**src/lfu_pkg.sv**
```systemverilog
// lfu_pkg: shared types and constants for the lfu cache table
// used by lfu_cache_table and lfu_checker; depends on nothing
`default_nettype none
package lfu_pkg;
  localparam int ENTRIES    = 16;
  localparam int COUNT_BITS = 16;
  localparam int IDX_W      = $clog2(ENTRIES);
  localparam int CAP_W      = 5;

  typedef struct packed {
    logic               kind;
    logic signed [31:0] key;
    logic signed [31:0] value;
  } in_item_t;

  typedef struct packed {
    logic               found;
    logic signed [31:0] read_value;
    logic               evicted;
    logic signed [31:0] evicted_key;
  } out_item_t;

  typedef struct packed {
    logic [31:0]           key;
    logic [31:0]           data;
    logic [COUNT_BITS-1:0] cnt;
    logic [IDX_W-1:0]      rank;
  } entry_t;

  localparam int ENTRY_W = $bits(entry_t);

  localparam logic KIND_GET = 1'b0;
  localparam logic KIND_PUT = 1'b1;
endpackage
`default_nettype wire

```
**src/lfu_ram.sv**
```systemverilog
// lfu_ram: generic one-write one-read synchronous ram, registered read data
// no dependencies
`default_nettype none
module lfu_ram #(
  parameter int DEPTH = 16,
  parameter int WIDTH = 8
) (
  input  wire logic                     clk,
  input  wire logic                     wr_en,
  input  wire logic [$clog2(DEPTH)-1:0] wr_addr,
  input  wire logic [WIDTH-1:0]         wr_data,
  input  wire logic                     rd_en,
  input  wire logic [$clog2(DEPTH)-1:0] rd_addr,
  output logic      [WIDTH-1:0]         rd_data
);
  logic [WIDTH-1:0] mem [DEPTH];

  always_ff @(posedge clk) begin
    if (wr_en) begin
      mem[wr_addr] <= wr_data;
    end
    if (rd_en) begin
      rd_data <= mem[rd_addr];
    end
  end
endmodule
`default_nettype wire

```
**src/lfu_cache_table.sv**
```systemverilog
// lfu_cache_table: top level, sequencer around the entry ram
// depends on lfu_pkg and lfu_ram
//
// One transaction at a time: start is taken while busy is low, and busy stays high
// until the result strobe. Every transaction first sweeps all ENTRIES slots of the
// entry ram (one read a cycle) to find the key, the fill and the eviction victim,
// then takes its decision in S_DEC. A get miss, or a put while capacity is zero,
// then reports at once; any other transaction makes a second read-modify-write
// sweep over the ram to update ranks and counts. The result is on out_item for the
// single cycle in which out_valid is high and cannot be held off. Capacity writes
// are always accepted and must only be made while busy is low.
`default_nettype none
module lfu_cache_table (
  input  wire logic                   clk,
  input  wire logic                   rst_n,
  input  wire logic                   start,
  output logic                        busy,
  input  wire lfu_pkg::in_item_t      in_item,
  output logic                        out_valid,
  output lfu_pkg::out_item_t          out_item,
  input  wire logic                   cfg_valid,
  output logic                        cfg_ready,
  input  wire logic [lfu_pkg::CAP_W-1:0] cfg_data
);
  localparam int IW = lfu_pkg::IDX_W;
  localparam int CB = lfu_pkg::COUNT_BITS;
  localparam int N  = lfu_pkg::ENTRIES;

  typedef enum logic [4:0] {
    S_IDLE = 5'b00001,
    S_SCAN = 5'b00010,
    S_DEC  = 5'b00100,
    S_UPD  = 5'b01000,
    S_OUT  = 5'b10000
  } state_t;

  state_t state_r, state_nxt;
  logic [IW:0]   idx_r, idx_nxt;
  logic          rd_vld_r, rd_vld_nxt;
  logic [IW-1:0] rd_idx_r, rd_idx_nxt;
  logic          kind_r, kind_nxt;
  logic [31:0]   key_r, key_nxt, value_r, value_nxt;
  logic [lfu_pkg::CAP_W-1:0] capacity_r, capacity_nxt;
  logic [N-1:0]  valid_r, valid_nxt;
  logic          present_r, present_nxt;
  logic [IW-1:0] hit_r, hit_nxt, hrank_r, hrank_nxt;
  logic [31:0]   hdata_r, hdata_nxt;
  logic [IW:0]   fill_r, fill_nxt;
  logic          have_r, have_nxt;
  logic [IW-1:0] vic_r, vic_nxt, vrank_r, vrank_nxt;
  logic [CB-1:0] vcnt_r, vcnt_nxt;
  logic [31:0]   vkey_r, vkey_nxt;
  logic          ev_r, ev_nxt, insok_r, insok_nxt;
  logic [IW-1:0] ins_r, ins_nxt;
  lfu_pkg::out_item_t out_r, out_nxt;

  logic          rd_en, wr_en;
  logic [IW-1:0] wr_addr;
  lfu_pkg::entry_t rd_word, wr_word;
  logic [lfu_pkg::ENTRY_W-1:0] rd_raw;

  assign rd_word = lfu_pkg::entry_t'(rd_raw);
  assign rd_en   = (state_r == S_SCAN || state_r == S_UPD) && (idx_r < (IW+1)'(N));

  lfu_ram #(.DEPTH(N), .WIDTH(lfu_pkg::ENTRY_W)) u_ram (
    .clk     (clk),
    .wr_en   (wr_en),
    .wr_addr (wr_addr),
    .wr_data (wr_word),
    .rd_en   (rd_en),
    .rd_addr (idx_r[IW-1:0]),
    .rd_data (rd_raw)
  );

  assign busy      = (state_r != S_IDLE);
  assign out_valid = (state_r == S_OUT);
  assign out_item  = out_r;
  assign cfg_ready = 1'b1;

  always_comb begin
    logic [lfu_pkg::CAP_W-1:0] cap;
    logic                      cap_nz;
    logic [N-1:0]              free;
    logic [IW-1:0]             r;
    lfu_pkg::entry_t           nw;
    state_nxt    = state_r;
    idx_nxt      = idx_r;
    rd_vld_nxt   = rd_en;
    rd_idx_nxt   = idx_r[IW-1:0];
    kind_nxt     = kind_r;
    key_nxt      = key_r;
    value_nxt    = value_r;
    capacity_nxt = capacity_r;
    valid_nxt    = valid_r;
    present_nxt  = present_r;
    hit_nxt      = hit_r;
    hrank_nxt    = hrank_r;
    hdata_nxt    = hdata_r;
    fill_nxt     = fill_r;
    have_nxt     = have_r;
    vic_nxt      = vic_r;
    vrank_nxt    = vrank_r;
    vcnt_nxt     = vcnt_r;
    vkey_nxt     = vkey_r;
    ev_nxt       = ev_r;
    ins_nxt      = ins_r;
    insok_nxt    = insok_r;
    out_nxt      = out_r;
    wr_en        = 1'b0;
    wr_addr      = rd_idx_r;
    wr_word      = rd_word;
    nw           = rd_word;
    r            = rd_word.rank;
    free         = '0;
    cap = (capacity_r > lfu_pkg::CAP_W'(N)) ? lfu_pkg::CAP_W'(N) : capacity_r;
    cap_nz = (cap != '0);

    if (cfg_valid) begin
      capacity_nxt = cfg_data;
    end

    unique case (state_r)
      S_IDLE: begin
        if (start) begin
          kind_nxt    = in_item.kind;
          key_nxt     = in_item.key;
          value_nxt   = in_item.value;
          present_nxt = 1'b0;
          have_nxt    = 1'b0;
          fill_nxt    = '0;
          idx_nxt     = '0;
          state_nxt   = S_SCAN;
        end
      end
      S_SCAN: begin
        if (rd_en) begin
          idx_nxt = idx_r + 1'b1;
        end
        if (rd_vld_r && valid_r[rd_idx_r]) begin
          fill_nxt = fill_r + 1'b1;
          if (!present_r && rd_word.key == key_r) begin
            present_nxt = 1'b1;
            hit_nxt     = rd_idx_r;
            hrank_nxt   = rd_word.rank;
            hdata_nxt   = rd_word.data;
          end
          // lowest count, oldest among ties
          if (!have_r || rd_word.cnt < vcnt_r ||
              (rd_word.cnt == vcnt_r && rd_word.rank > vrank_r)) begin
            have_nxt  = 1'b1;
            vic_nxt   = rd_idx_r;
            vcnt_nxt  = rd_word.cnt;
            vrank_nxt = rd_word.rank;
            vkey_nxt  = rd_word.key;
          end
        end
        if (rd_vld_r && rd_idx_r == IW'(N-1)) begin
          state_nxt = S_DEC;
        end
      end
      S_DEC: begin
        ev_nxt = (kind_r == lfu_pkg::KIND_PUT) && !present_r && cap_nz && have_r &&
                 (fill_r >= (IW+1)'(cap));
        free = ~valid_r;
        if (ev_nxt) begin
          free[vic_r] = 1'b1;
        end
        insok_nxt = 1'b0;
        ins_nxt   = '0;
        for (int i = N - 1; i >= 0; i--) begin
          if (free[i]) begin
            insok_nxt = 1'b1;
            ins_nxt   = IW'(i);
          end
        end
        out_nxt.found       = present_r && (kind_r == lfu_pkg::KIND_GET || cap_nz);
        out_nxt.read_value  = (present_r && kind_r == lfu_pkg::KIND_GET) ? hdata_r : '0;
        out_nxt.evicted     = ev_nxt;
        out_nxt.evicted_key = ev_nxt ? vkey_r : '0;
        idx_nxt = '0;
        if (out_nxt.found ||
            (kind_r == lfu_pkg::KIND_PUT && !present_r && cap_nz)) begin
          state_nxt = S_UPD;
        end else begin
          state_nxt = S_OUT;
        end
      end
      S_UPD: begin
        if (rd_en) begin
          idx_nxt = idx_r + 1'b1;
        end
        if (rd_vld_r) begin
          if (present_r) begin
            if (rd_idx_r == hit_r) begin
              nw.rank = '0;
              if (rd_word.cnt != {CB{1'b1}}) begin
                nw.cnt = rd_word.cnt + 1'b1;
              end
              if (kind_r == lfu_pkg::KIND_PUT) begin
                nw.data = value_r;
              end
              wr_en = 1'b1;
            end else if (valid_r[rd_idx_r] && rd_word.rank < hrank_r) begin
              nw.rank = rd_word.rank + 1'b1;
              wr_en   = 1'b1;
            end
          end else begin
            if (insok_r && rd_idx_r == ins_r) begin
              nw.key  = key_r;
              nw.data = value_r;
              nw.cnt  = CB'(1);
              nw.rank = '0;
              wr_en   = 1'b1;
            end else if (valid_r[rd_idx_r] && !(ev_r && rd_idx_r == vic_r)) begin
              if (ev_r && rd_word.rank > vrank_r) begin
                r = r - 1'b1;
              end
              if (insok_r) begin
                r = r + 1'b1;
              end
              nw.rank = r;
              wr_en   = 1'b1;
            end
          end
          wr_word = nw;
          if (rd_idx_r == IW'(N-1)) begin
            if (!present_r) begin
              if (ev_r) begin
                valid_nxt[vic_r] = 1'b0;
              end
              if (insok_r) begin
                valid_nxt[ins_r] = 1'b1;
              end
            end
            state_nxt = S_OUT;
          end
        end
      end
      S_OUT: begin
        state_nxt = S_IDLE;
      end
      default: begin
        state_nxt = S_IDLE;
      end
    endcase
  end

  always_ff @(posedge clk) begin
    if (!rst_n) begin
      state_r    <= S_IDLE;
      valid_r    <= '0;
      capacity_r <= lfu_pkg::CAP_W'(16);
      rd_vld_r   <= 1'b0;
      idx_r      <= '0;
    end else begin
      state_r    <= state_nxt;
      valid_r    <= valid_nxt;
      capacity_r <= capacity_nxt;
      rd_vld_r   <= rd_vld_nxt;
      idx_r      <= idx_nxt;
    end
  end

  always_ff @(posedge clk) begin
    rd_idx_r  <= rd_idx_nxt;
    kind_r    <= kind_nxt;
    key_r     <= key_nxt;
    value_r   <= value_nxt;
    present_r <= present_nxt;
    hit_r     <= hit_nxt;
    hrank_r   <= hrank_nxt;
    hdata_r   <= hdata_nxt;
    fill_r    <= fill_nxt;
    have_r    <= have_nxt;
    vic_r     <= vic_nxt;
    vrank_r   <= vrank_nxt;
    vcnt_r    <= vcnt_nxt;
    vkey_r    <= vkey_nxt;
    ev_r      <= ev_nxt;
    ins_r     <= ins_nxt;
    insok_r   <= insok_nxt;
    out_r     <= out_nxt;
  end
endmodule
`default_nettype wire

```
**config.mk**
```make
export PLATFORM = sky130hd
export DESIGN_NAME = lfu_cache_table
export DESIGN_NICKNAME = d
export VERILOG_FILES = /design/src/lfu_pkg.sv /design/src/lfu_ram.sv /design/src/lfu_cache_table.sv
export SDC_FILE = /design/constraint.sdc
export NUM_CORES = 2
export LEC_CHECK = 0
export BUFFER_PORTS_ARGS = -buffer_cell sky130_fd_sc_hd__buf_2
export CAP_MARGIN = 40
export CORE_ASPECT_RATIO = 1.75
export CORE_MARGIN = 2
export CORE_UTILIZATION = 30
export CTS_CLUSTER_SIZE = 20
export DETAILED_ROUTE_END_ITERATION = 8
export GPL_ROUTABILITY_DRIVEN = 0
export PLACE_DENSITY = 0.54
export REMOVE_ABC_BUFFERS = 1
export SYNTH_ARGS = -nofsm -noshare
export SYNTH_HDL_FRONTEND = slang
export SYNTH_SLANG_ARGS = --single-unit
```
**constraint.sdc**
```tcl
create_clock -name clk -period 20.5 [get_ports clk]
set_input_delay 4.1 -clock clk [delete_from_list [all_inputs] [get_ports clk]]
set_output_delay 4.1 -clock clk [all_outputs]
set_load 0.02 [all_outputs]
```
; After elaboration in Yosys (flattened, before gate mapping)
; Memories as Yosys holds them, arrays and structs flattened. A register that Yosys moved wholly into a read port is not among the register bits.
; Index checks and enable logic that the tools add are counted.
[word_totals]
regBits = 275
ram_bits = 1344
in_bits = 74
output_inout_bits = 69
elab_cells = 194
memories = 1
[classes]
n_addsub = 6
n_lt_le_gt_ge = 11
eq_ne = 21
mux = 77
bitwise = 7
reduce_logical = 43
[mem_list]
columns = memory, words, width, rd, rd_ports_with_merged_regs, write_ports, line
row1 = u_ram.mem, 16, 84, 1, 1, 1, lfu_ram.sv:16  ; logic [WIDTH-1:0] mem [DEPTH];
[op_table]
columns = op, count
row1 = two-way mux 84 bit, 2
row2 = two-way mux 16 bit, 9
row3 = two-way mux 80 bit, 1
row4 = two-way mux 4 bit, 19
row5 = two-way mux 32 bit, 2
row6 = two-way mux 52 bit, 1
row7 = two-way mux 48 bit, 1
row8 = two-way mux 5 bit, 9
row9 = equality test 32 bit, 1
row10 = inverter 16 bit, 2
row11 = OR 16 bit, 2
row12 = case mux 5 bit (4 select lines), 1
row13 = two-way mux 1 bit, 19
row14 = logical AND 1 bit, 18
row15 = "adder 16 x 1 -> 16 bit, second input constant", 1
row16 = bitwise AND 16 bit, 1
row17 = equality test 16 bit, 1
row18 = less-than comparator 16 bit, 1
row19 = "!= test 16 bit, second input constant", 1
row20 = AND reduction 4 bit, 4
row21 = "less-than comparator 4 x 5 -> 1 bit, second input constant", 3
row22 = case mux 5 bit (3 select lines), 1
row23 = OR reduction 15 bit, 1
row24 = equality test 4 bit, 3
row25 = 35 further kinds, 61

; Longest topological paths before layout
[depth]
depth_word = 23
mapped_depth = 13

; Cells and area by module
; From an unflattened synthesis, not the netlist that was laid out.
[hier_totals]
hier_cells = 3143
hier_area_um2 = 65935.7
[by_module_without_submodules]
columns = mod, n_inst, cells_per_inst, area_per_inst_um2, seq_area_each_um2
row1 = lfu_ram, 1, 2154, 52889.5, 42881.1
row2 = lfu_cache_table, 1, 989, 13046.3, 7897.6

; Worst setup path after synthesis
; Ideal clock, no wire load.
[synth_path]
path_kind = reg-to-reg
start = register u_ram.rd_data[1] (read register of u_ram.mem)
end = memory u_ram.mem[3][0] in the netlist's numbering (enable)
setup_ns = 0.630
t_arrival_ns = 7.497
required_ns = 19.870
slack_ns = 12.373
stages_incl_launch_ff = 8
cell_sequence = edfxtp_1 > ha_1 > a2111oi_0 > nor3_1 > nor2_1 > o211a_4 > nand3_1 > nor3_1
[synth_between]
elab_chain_len = 9
[synth_lines]
columns = item, line
row1 = "start, declared", lfu_ram.sv:14  ; output logic [WIDTH-1:0] rd_data
row2 = less-than comparator 4 bit, lfu_cache_table.sv:203  ; end else if (valid_r[rd_idx_r] && rd_word.rank < hrank_r) begin
row3 = logical AND 1 bit, lfu_cache_table.sv:203
row4 = two-way mux 1 bit, lfu_cache_table.sv:203
row5 = two-way mux 1 bit, lfu_cache_table.sv:194  ; if (rd_idx_r == hit_r) begin
row6 = two-way mux 1 bit, lfu_cache_table.sv:193  ; if (present_r) begin
row7 = two-way mux 1 bit, lfu_cache_table.sv:192  ; if (rd_vld_r) begin
row8 = two-way mux 1 bit, lfu_cache_table.sv:122  ; unique case (state_r)
row9 = two-way mux 1 bit, lfu_ram.sv:19  ; if (wr_en) begin
row10 = two-way mux 1 bit (not written as such), lfu_ram.sv:20  ; mem[wr_addr] <= wr_data;
row11 = "end, declared", lfu_ram.sv:16
; Every way passes these cells.

; Worst setup path after layout
[layout_path]
start = register state_r[1]
end = output port busy
[layout_between]
elab_chain_len = 1
[layout_lines]
columns = item, line
row1 = "start, declared", lfu_cache_table.sv:37  ; state_t state_r, state_nxt;
row2 = "start signal, assigned", lfu_cache_table.sv:256  ; state_r <= state_nxt;
row3 = != test 5 x 1 -> 1 bit, lfu_cache_table.sv:75  ; assign busy = (state_r != S_IDLE);
row4 = "end, declared", lfu_cache_table.sv:17  ; output logic busy,
; Every way passes these cells.

==> impl_results.md <==
- Fin crit share: 31.0%
- Filler cell count: 20.1k
- Hold path startpoint: u_ram.rd_data[31]
- Total number of vias: 31.0k
- Mean area per synthesized cell: 21.7 um2
- Pwr/cell area: 92.1 nW/um2
- Max-slew violations: 0
- CTS HTree Levels: 4
- Crit-path max cell delay: 0.54 ns
- Maximum buffer depth of the clock tree: 4
- Cell Rows: 227
- Vias in the first global route: 32.6k
- Yosys warnings: 0
- Combinational fraction of design power: 2.1%
- CTS Hold Bufs: 0
- Rel. slew slack: 31.1%
- Slew at the pin closest to its max-slew limit: 1.03 ns
- CP Class: reg -> out
- Setup bufs post-CTS: 0
- PortBufs: 141
- TritonRoute pass-1 iters: 7
- Required @ worst endpoint: 16.40 ns
- Async S/R FF share, synth: 0%
- Final Setup Violations: 0
- First-pass GRT wire length: 238,000 um
- Initial core utilization: 30.1%
- Layout cell share with drive strength beyond 1: 28.8%
- Core Box Area: 218,000 um2
- Boundary Pins: 143
- Net Sw Power: 1.42 mW
- Number of gates resized after cts: 0
- Endpoints failing hold: 0
- Worst-path fanout max: 4
- Mapped Area: 65,600 um2
- DR WL/cell: 26.4 um
- Crit path DAT: 2.26 ns
- Clock tree root driver cell: clkbuf_16
- Antenna viol nets, final: 0
- Die W: 357 um
- First DRT Iteration DRCs: 3,038
- Area Overhead vs Synth: 16.1%
- Largest net degree at the start of global routing: 129
- Post-synthesis cell type count: 68
- Int Power: 5.59 mW
- CTS tree: done
- Worst path cell trace: or3_1 > or3b_2 > buf_2
- Max-capacitance violation count: 0
- R2R Setup Slk: 15.91 ns
- Die ar.: 222,000 um2
- Worst reg-to-reg path cell count: 10
- Worst-Skew Late Latency: 0.83 ns
- DRC Markers: 0
- Slowest stage cell, crit path: or3b_2
- Clock Power Share: 43.2%
- Number of synthesized register bits: 1,703
- CTS buffer count: 165
- Power share of the sequential group: 54.7%
- Syn Inst Count: 3,016
- Hold slack: 0.438 ns
- Post-synth EDFFs: 1,667
- VDD IR-drop max: 59.0 uV
- Crit end category: output port
- Tot GR Track Use: 14.8%
- Final Critical Period: 6.36 ns
- DP HPWL: 92,000 um
- Vias per cell: 4.93
- RSZ-0062 raised after global routing: no
- Congestion Overflow GR: 0
- Total negative slack: 0 ns
- Synth Flop Type: edfxtp_1
- Initial antenna violation count: 9
- CP startpoint kind: flip-flop
- Die height: 622 um
- Endpoint, Worst Hold: hdata_r[11]
- Hold Path Cell Cnt: 0
- Worst Hold Class: reg -> reg
- Post-Route WL: 166,000 um
- Max Fclk: 157 MHz
- Overall power: 7.01 mW
- RR Endpoint: u_ram.mem[11][21]
- # nets final: 3,412
- Final Skew: 0.0630 ns
- CTS Sinks: 1,703
- Sequential-to-total area share from yosys stat: 77.4%
- Leakage power: 23.4 nW
- Clock-pin slew on the worst setup and hold paths: 0.07 ns
- End-of-flow core utilization: 34.9%
- Sw Ratio: 20.2%
- Reg-to-Reg Start: u_ram.rd_data[1]
- Outcome: finished clean
==> Yosys cell counts, types with 17 or more instances <==
cell | count | share of area, %
clkbuf_1 | 83 | 0.48
xor2_1 | 35 | 0.47
nor3_1 | 20 | 0.15
nand3_1 | 28 | 0.21
o21ai_0 | 38 | 0.29
mux2_2 | 32 | 0.55
nand2_1 | 164 | 0.94
edfxtp_1 | 1667 | 76
nor2_1 | 63 | 0.36
ha_1 | 34 | 0.65
inv_1 | 43 | 0.25
dfxtp_1 | 36 | 1.1
xnor2_1 | 17 | 0.23
mux4_2 | 423 | 15
and2_1 | 71 | 0.68
a21oi_1 | 43 | 0.33
buf_2 | 34 | 0.26
==> critical path, delay by kind of cell, from the launching register on <==
family        cells  cell delay [ns]
buf+inv           1             0.19
simple gates      2             0.94
flops             1             0.34
==> registers in the layout (all words and copies together), names as in the netlist, 4 cells and up <==
register / count
value_r: 32
idx_r: 5
out_item: 66
key_r: 32
capacity_r: 5
state_r: 5
fill_r: 5
u_ram.rd_data: 84
vcnt_r: 16
ins_r: 4
hdata_r: 32
vkey_r: 32
vic_r: 4
u_ram.mem: 1344
vrank_r: 4
rd_idx_r: 4
valid_r: 16
hit_r: 4
hrank_r: 4
==> area by class of cell <==
cell class / count / area (um2) / area share (%)
well taps: 2862 / 3580 / 4.70
multi-input cells: 1133 / 14200 / 18.7
inverters: 44 / 170 / 0.224
repair buffers: 257 / 2140 / 2.82
clock buffers: 202 / 4420 / 5.80
flip-flops and latches: 1703 / 50800 / 66.7
clock inverters: 84 / 822 / 1.08
diodes: 1 / 2.50 / 0.00329
==> per-layer routing <==
layer	vias up	GRT usage [%]	wire (um)
met5	-	0	31
met4	4	4.55	4750
met3	252	1.71	6690
met2	857	26.4	87300
met1	16843	18.6	66900
li1	13060	-	-
==> power by group through the flow <==
stage,combinational [mW],clock (mW),sequential (mW)
finish,0.150,3.03,3.83
global route,0.164,3.22,3.83
CTS,0.155,3.11,3.83
detailed placement,0.155,0,3.91
global placement,0.148,0,3.91
floorplan,0.109,0,3.91
==> worst max path at each step <==
stage | start | to | cells past startpoint
finish | state_r[1] | busy | 3
global placement | start | key_r[10] | 4
CTS | state_r[1] | busy | 3
global route | state_r[1] | busy | 3
floorplan | idx_r[0] | u_ram.rd_data[0] | 2
detailed placement | start | key_r[0] | 4
==> cells by family (layout without fill, tap and decap cells) <==
logic type,count (synthesis),count (layout),synth area share [%]
adders and majority gates,34,34,0.649
AOI/OAI and AO/OA,145,145,1.43
muxes,470,470,15.4
and+or+nand+nor,431,431,3.26
other,1,2,0.00572
xor gates and xnor gates,52,52,0.695
buffers and inverters,180,587,1.15
DFF,1703,1703,77.4
==> through the flow <==
step                setup slack, ns  std cells  instance area, um2
floorplan                      5.36       2880               65000
global placement              14.47       5957               70100
detailed placement            14.46       5999               70900
CTS                           14.07       6285               76100
global route                  14.04       6286               76100
finish                        14.14       6286               76100
==> cells in the final DEF, fill, tap and decap left out, types with 10 or more instances in the layout <==
cell type	netlist	layout
inv_1	43	40
nand3_1	28	28
nor2_4	0	16
o21ai_0	38	37
edfxtp_1	1667	1667
mux4_2	423	423
clkinv_2	0	30
xor2_1	35	35
clkbuf_16	0	172
dfxtp_1	36	32
nand4_1	15	15
nor4_1	12	10
nor2_1	63	47
a21oi_1	43	43
clkinv_1	1	25
mux2i_1	12	12
buf_4	6	79
nand2_1	164	163
xnor2_1	17	17
ha_1	34	34
buf_16	0	18
and2_1	71	71
buf_12	0	17
buf_2	34	142
bufinv_16	0	15
nor3_1	20	15
mux2_2	32	32
clkbuf_1	83	30
No activity file was read; power rests on OpenSTA's default activity.
